### config.mk
export PLATFORM = sky130hd
export DESIGN_NAME = tws_div
export DESIGN_NICKNAME = d
export VERILOG_FILES = /design/src/rtl/core/tws_div.sv
export SDC_FILE = /design/constraint.sdc
export NUM_CORES = 2
export LEC_CHECK = 0
export BUFFER_PORTS_ARGS = -buffer_cell sky130_fd_sc_hd__buf_2
export CAP_MARGIN = 0
export CORE_UTILIZATION = 30
export CTS_CLUSTER_DIAMETER = 80
export DETAILED_ROUTE_END_ITERATION = 7
export PLACE_DENSITY = 0.4
export SETUP_SLACK_MARGIN = 0.5
export SYNTH_ARGS = -nofsm -noshare
export SYNTH_HDL_FRONTEND = slang
export SYNTH_SLANG_ARGS = --single-unit
### constraint.sdc
create_clock -name clk -period 32.2 [get_ports clk]
set_input_delay 3.22 -clock clk [delete_from_list [all_inputs] [get_ports clk]]
set_output_delay 3.22 -clock clk [all_outputs]
set_load 0.03 [all_outputs]
### src/rtl/core/tws_div.sv
// tws_div: pipelined restoring divider, one quotient bit per stage,
// elastic valid/ready chain with sideband; no dependencies
module tws_div #(
	parameter int DW = 50,
	parameter int NW = 21,
	parameter int QB = 25,
	parameter int SW = 27
) (
	input  logic          clk,
	input  logic          arst_n,
	input  logic          in_valid,
	output logic          in_ready,
	input  logic [DW-1:0] in_d,
	input  logic [NW-1:0] in_norm,
	input  logic [SW-1:0] in_side,
	output logic          out_valid,
	input  logic          out_ready,
	output logic [QB-1:0] out_q,
	output logic [SW-1:0] out_side
);

	logic          v_s    [QB];
	logic [DW-1:0] rem_s  [QB];
	logic [QB-1:0] q_s    [QB];
	logic [NW-1:0] nrm_s  [QB];
	logic [SW-1:0] side_s [QB];
	logic          en     [QB+1];

	assign en[QB] = out_ready;
	assign in_ready = en[0];

	for (genvar j = 0; j < QB; j++) begin : g_stage
		logic          pv;
		logic [DW-1:0] prem;
		logic [QB-1:0] pq;
		logic [NW-1:0] pn;
		logic [SW-1:0] pside;
		logic [DW-1:0] sub;
		logic          take;

		if (j == 0) begin : g_first
			assign pv = in_valid;
			assign prem = in_d;
			assign pq = '0;
			assign pn = in_norm;
			assign pside = in_side;
		end else begin : g_next
			assign pv = v_s[j-1];
			assign prem = rem_s[j-1];
			assign pq = q_s[j-1];
			assign pn = nrm_s[j-1];
			assign pside = side_s[j-1];
		end

		assign en[j] = !v_s[j] || en[j+1];
		assign sub = DW'(pn) << (QB - 1 - j);
		assign take = prem >= sub;

		always_ff @(posedge clk or negedge arst_n) begin
			if (!arst_n) begin
				v_s[j] <= 1'b0;
			end else if (en[j]) begin
				v_s[j] <= pv;
			end
		end

		always_ff @(posedge clk) begin
			if (en[j]) begin
				rem_s[j] <= take ? prem - sub : prem;
				q_s[j] <= pq | (QB'(take) << (QB - 1 - j));
				nrm_s[j] <= pn;
				side_s[j] <= pside;
			end
		end
	end

	assign out_valid = v_s[QB-1];
	assign out_q = q_s[QB-1];
	assign out_side = side_s[QB-1];

endmodule

==> results.yml <==
detailed_routing:
  vias: 69431
  firstDrtPassIters: 8
  routed_via_density: 4.604
  post_route_drc: 36
  post_drt_wl_per_cell_um: 18.50
  final_antenna_net_count: 0
  initial_drc_count: 3575
  route.final.wire_length_um: 279000
worst_setup_path:
  setup.worst_path.end_class: "output port"
  start_kind: "input pin"
  critPathRequiredTime_ps: 28980
  crit_type: "in -> out"
  crit_top_cell: "sky130_fd_sc_hd__nor2_1"
  critical-path-slowest-cell: "sky130_fd_sc_hd__nor2_1"
  worst-path-max-fanout: 58
  critical-path-max-stage-delay_ps: 820
  cp_data_arrival_time_ps: 9590
  worstPathCellList: "buf_2 > nand2b_2 > buf_4 > nor2_1 > inv_4 > nor2_1 > and3_1 > inv_4 > nor2_1 > nand3_4 > nor2_1 > and3_1 > nand3_4 > buf_2"
timing:
  min_period_ps: 12810
  timing.setup.tns_ps: 0
  worst_hold_slack_ps: 397.1
  timing.clock.skew_ps: 69.06
  slew_violations: 0
  timing.slew.headroom: 0.2215
  hold_violations: 0
  timing.final.crit_share: 0.3978
  setup-violations-final: 0
  tightest_slew_ps: 1157
  grt_setup_unrepaired: "no"
  max_freq_mhz: 78.06
place:
  dpl_cell_area_um2: 130200
  hpwl_um: 215400
  place_inst: 14502
  buffer_ports.inserted: 155
  routabilityCongestion: 0.8992
yosys:
  synth_area_um2: 122400
  synthCells: 8979
  synthDominantCellAreaShare: 0.6633
  yosys_register_bits: 2729
  ys_top_cells_by_area: "sky130_fd_sc_hd__edfxtp_1, sky130_fd_sc_hd__ha_1, sky130_fd_sc_hd__xnor2_1, sky130_fd_sc_hd__xor2_1, sky130_fd_sc_hd__a21oi_1"
  cell_with_the_most_instances_after_synthesis: "sky130_fd_sc_hd__edfxtp_1"
  syn-num-nets: 9630
  post_synth_num_cell_types: 106
  yosysSeqAreaShare: 0.6684
  ys.warnings.count: 0
  synthArstFlopShare: 0.009161
  synthDominantAreaCellType: "sky130_fd_sc_hd__edfxtp_1"
  synth.avg_cell_area_um2: 13.63
  ys.flop_type: "sky130_fd_sc_hd__edfxtp_1"
  synth-edff-count: 2704
  synthTopCellsByCount: "sky130_fd_sc_hd__edfxtp_1, sky130_fd_sc_hd__inv_1, sky130_fd_sc_hd__nor2_1"
clock_network:
  cts_resized: 0
  clock_tree.buffer_depth: 4
  clkSlewWorstSetupHoldPaths_ps: 60
  clock_latency_ps: 910
  tritoncts_clock_tree: "built"
  postCtsSetupRepairBufs: 0
  cts.htree.levels: 5
  post_cts_hold_buffer_count: 0
  numCtsBuffers: 318
  cts_root_buffer: "sky130_fd_sc_hd__clkbuf_16"
  clock_sinks: 2729
outcome:
  run_status: "finished with violations"
  violations: "DRC"
grt:
  grt_max_degree: 92
  antenna_found_initial: 26
  grt_use_total: 0.1331
  grt_pass1_vias: 74460
  grt.overflow.total: 0
  grt_first_pass_wirelength_um: 426200
cells_and_area:
  multi_input_area_um2: 37750
  syn2layout_area_growth_pct: 14.55
  fin_area_um2: 140200
  nets: 10045
  final_layout_size_suffix_gt1_frac: 0.09604
  post_layout_nonfiller_instances: 15080
  filler_cell_count: 39127
  seqCellArea_um2: 81820
power:
  p_leak_nw: 52.36
  cellPowerDensity_nw_per_um2: 92.52
  sw_frac_of_total: 0.3240
  comb_power_share: 0.302
  p_int_w: 0.008771
  irDropWorstVdd_mv: 0.03654
  net-switching-power_w: 0.004203
  power_frac_seq: 0.431
  p_clk_frac: 0.267
  design_power_total_w: 0.01297
die:
  starting_density_of_the_core: 0.3015
  ios: 156
  floorplan.rows: 234
  core-area_um2: 406100
  die-area_um2: 410600
  chipWidth_um: 640.8
  die_h_um: 640.8
run:
  max_cap_viols: 0
min_path:
  min-delay-path-class: "reg -> reg"
==> cell usage in the layout (no fill, tap or decap), types with 153 or more instances in the layout <==
master / Yosys / routed
sky130_fd_sc_hd__edfxtp_1: 2704 / 2704
sky130_fd_sc_hd__inv_1: 675 / 667
sky130_fd_sc_hd__nor2_1: 584 / 583
sky130_fd_sc_hd__a21oi_1: 537 / 536
sky130_fd_sc_hd__ha_1: 525 / 525
sky130_fd_sc_hd__nand2_1: 525 / 516
sky130_fd_sc_hd__xnor2_1: 417 / 417
sky130_fd_sc_hd__o21ai_0: 383 / 383
sky130_fd_sc_hd__xor2_1: 349 / 349
sky130_fd_sc_hd__clkbuf_16: 0 / 326
sky130_fd_sc_hd__a21o_1: 214 / 214
sky130_fd_sc_hd__nor3_1: 198 / 196
sky130_fd_sc_hd__buf_2: 23 / 156
sky130_fd_sc_hd__nor4_1: 155 / 153
==> critical path, delay by kind of cell <==
kind / cells / cell delay, ps
AND/OR/NAND/NOR: 9 / 4850
buffers and inverters: 5 / 1420
==> power by group through the flow <==
stage               combinational [W]  clock (W)  sequential (W)
floorplan                     0.00294          0         0.00548
global placement              0.00384          0         0.00567
detailed placement            0.00392          0         0.00567
CTS                           0.00394    0.00360         0.00560
global route                  0.00436    0.00371         0.00570
finish                        0.00392    0.00346         0.00560
==> kinds of logic (layout without fill, tap and decap cells) <==
family / after synthesis / after routing / share of synthesized area
buffers and inverters: 808 / 1471 / 0.02520
other: 0 / 10 / 0
adder cells (fa/ha/maj): 549 / 549 / 0.05758
multiplexers: 121 / 121 / 0.01105
AO/OA/AOI/OAI: 1652 / 1652 / 0.08493
XOR/XNOR: 766 / 766 / 0.05480
AND/OR/NAND/NOR: 2354 / 2354 / 0.09805
flip-flops: 2729 / 2729 / 0.6684
==> final timing paths <==
check / startpoint / endpoint / slack, ps / cells past startpoint
worst max-delay path: out_ready / in_ready / 19390 / 14
worst min-delay path: nrm_s[0][111] / nrm_s[0][132] / 400 / 0
worst max register to register: out_valid / nrm_s[0][19] / 25020 / 13
worst min register to register: nrm_s[0][111] / nrm_s[0][132] / 400 / 0
max in group asynchronous: arst_n / g_stage[1].pv / 29100 / 1
min in group asynchronous: arst_n / out_valid / 2440 / 1
==> final cells by class <==
class / count / share of cell area
inverter: 677 / 0.01826
multi-input combinational: 5442 / 0.2692
clock inverter: 169 / 0.01062
timing repair buffer: 226 / 0.009315
antenna: 10 / 0.0001785
sequential: 2729 / 0.5835
clock buffer: 399 / 0.06049
tap: 5428 / 0.04843
==> registers in the layout (all words and copies together) (netlist names) <==
register	flops
g_stage.pv	24
nrm_s	504
out_valid	1
q_s	325
rem_s	1200
side_s	675
==> per-layer routing <==
layer	part of all wire	vias to the layer above	wire length (um)	track usage
met5	0	-	0	0
met4	0.063	0	17690	0.07987
met3	0.029	761	8044	0.01713
met2	0.55	1273	153200	0.2677
met1	0.36	33009	100100	0.1260
li1	-	34388	-	-
==> stage by stage <==
stage               utilization  setup slack [ps]
floorplan                     -             12990
global placement         0.3207             19260
detailed placement       0.3207             19220
CTS                      0.3453             19190
global route             0.3453             18820
finish                   0.3453             19390
Power figures use the tool's default switching activity.
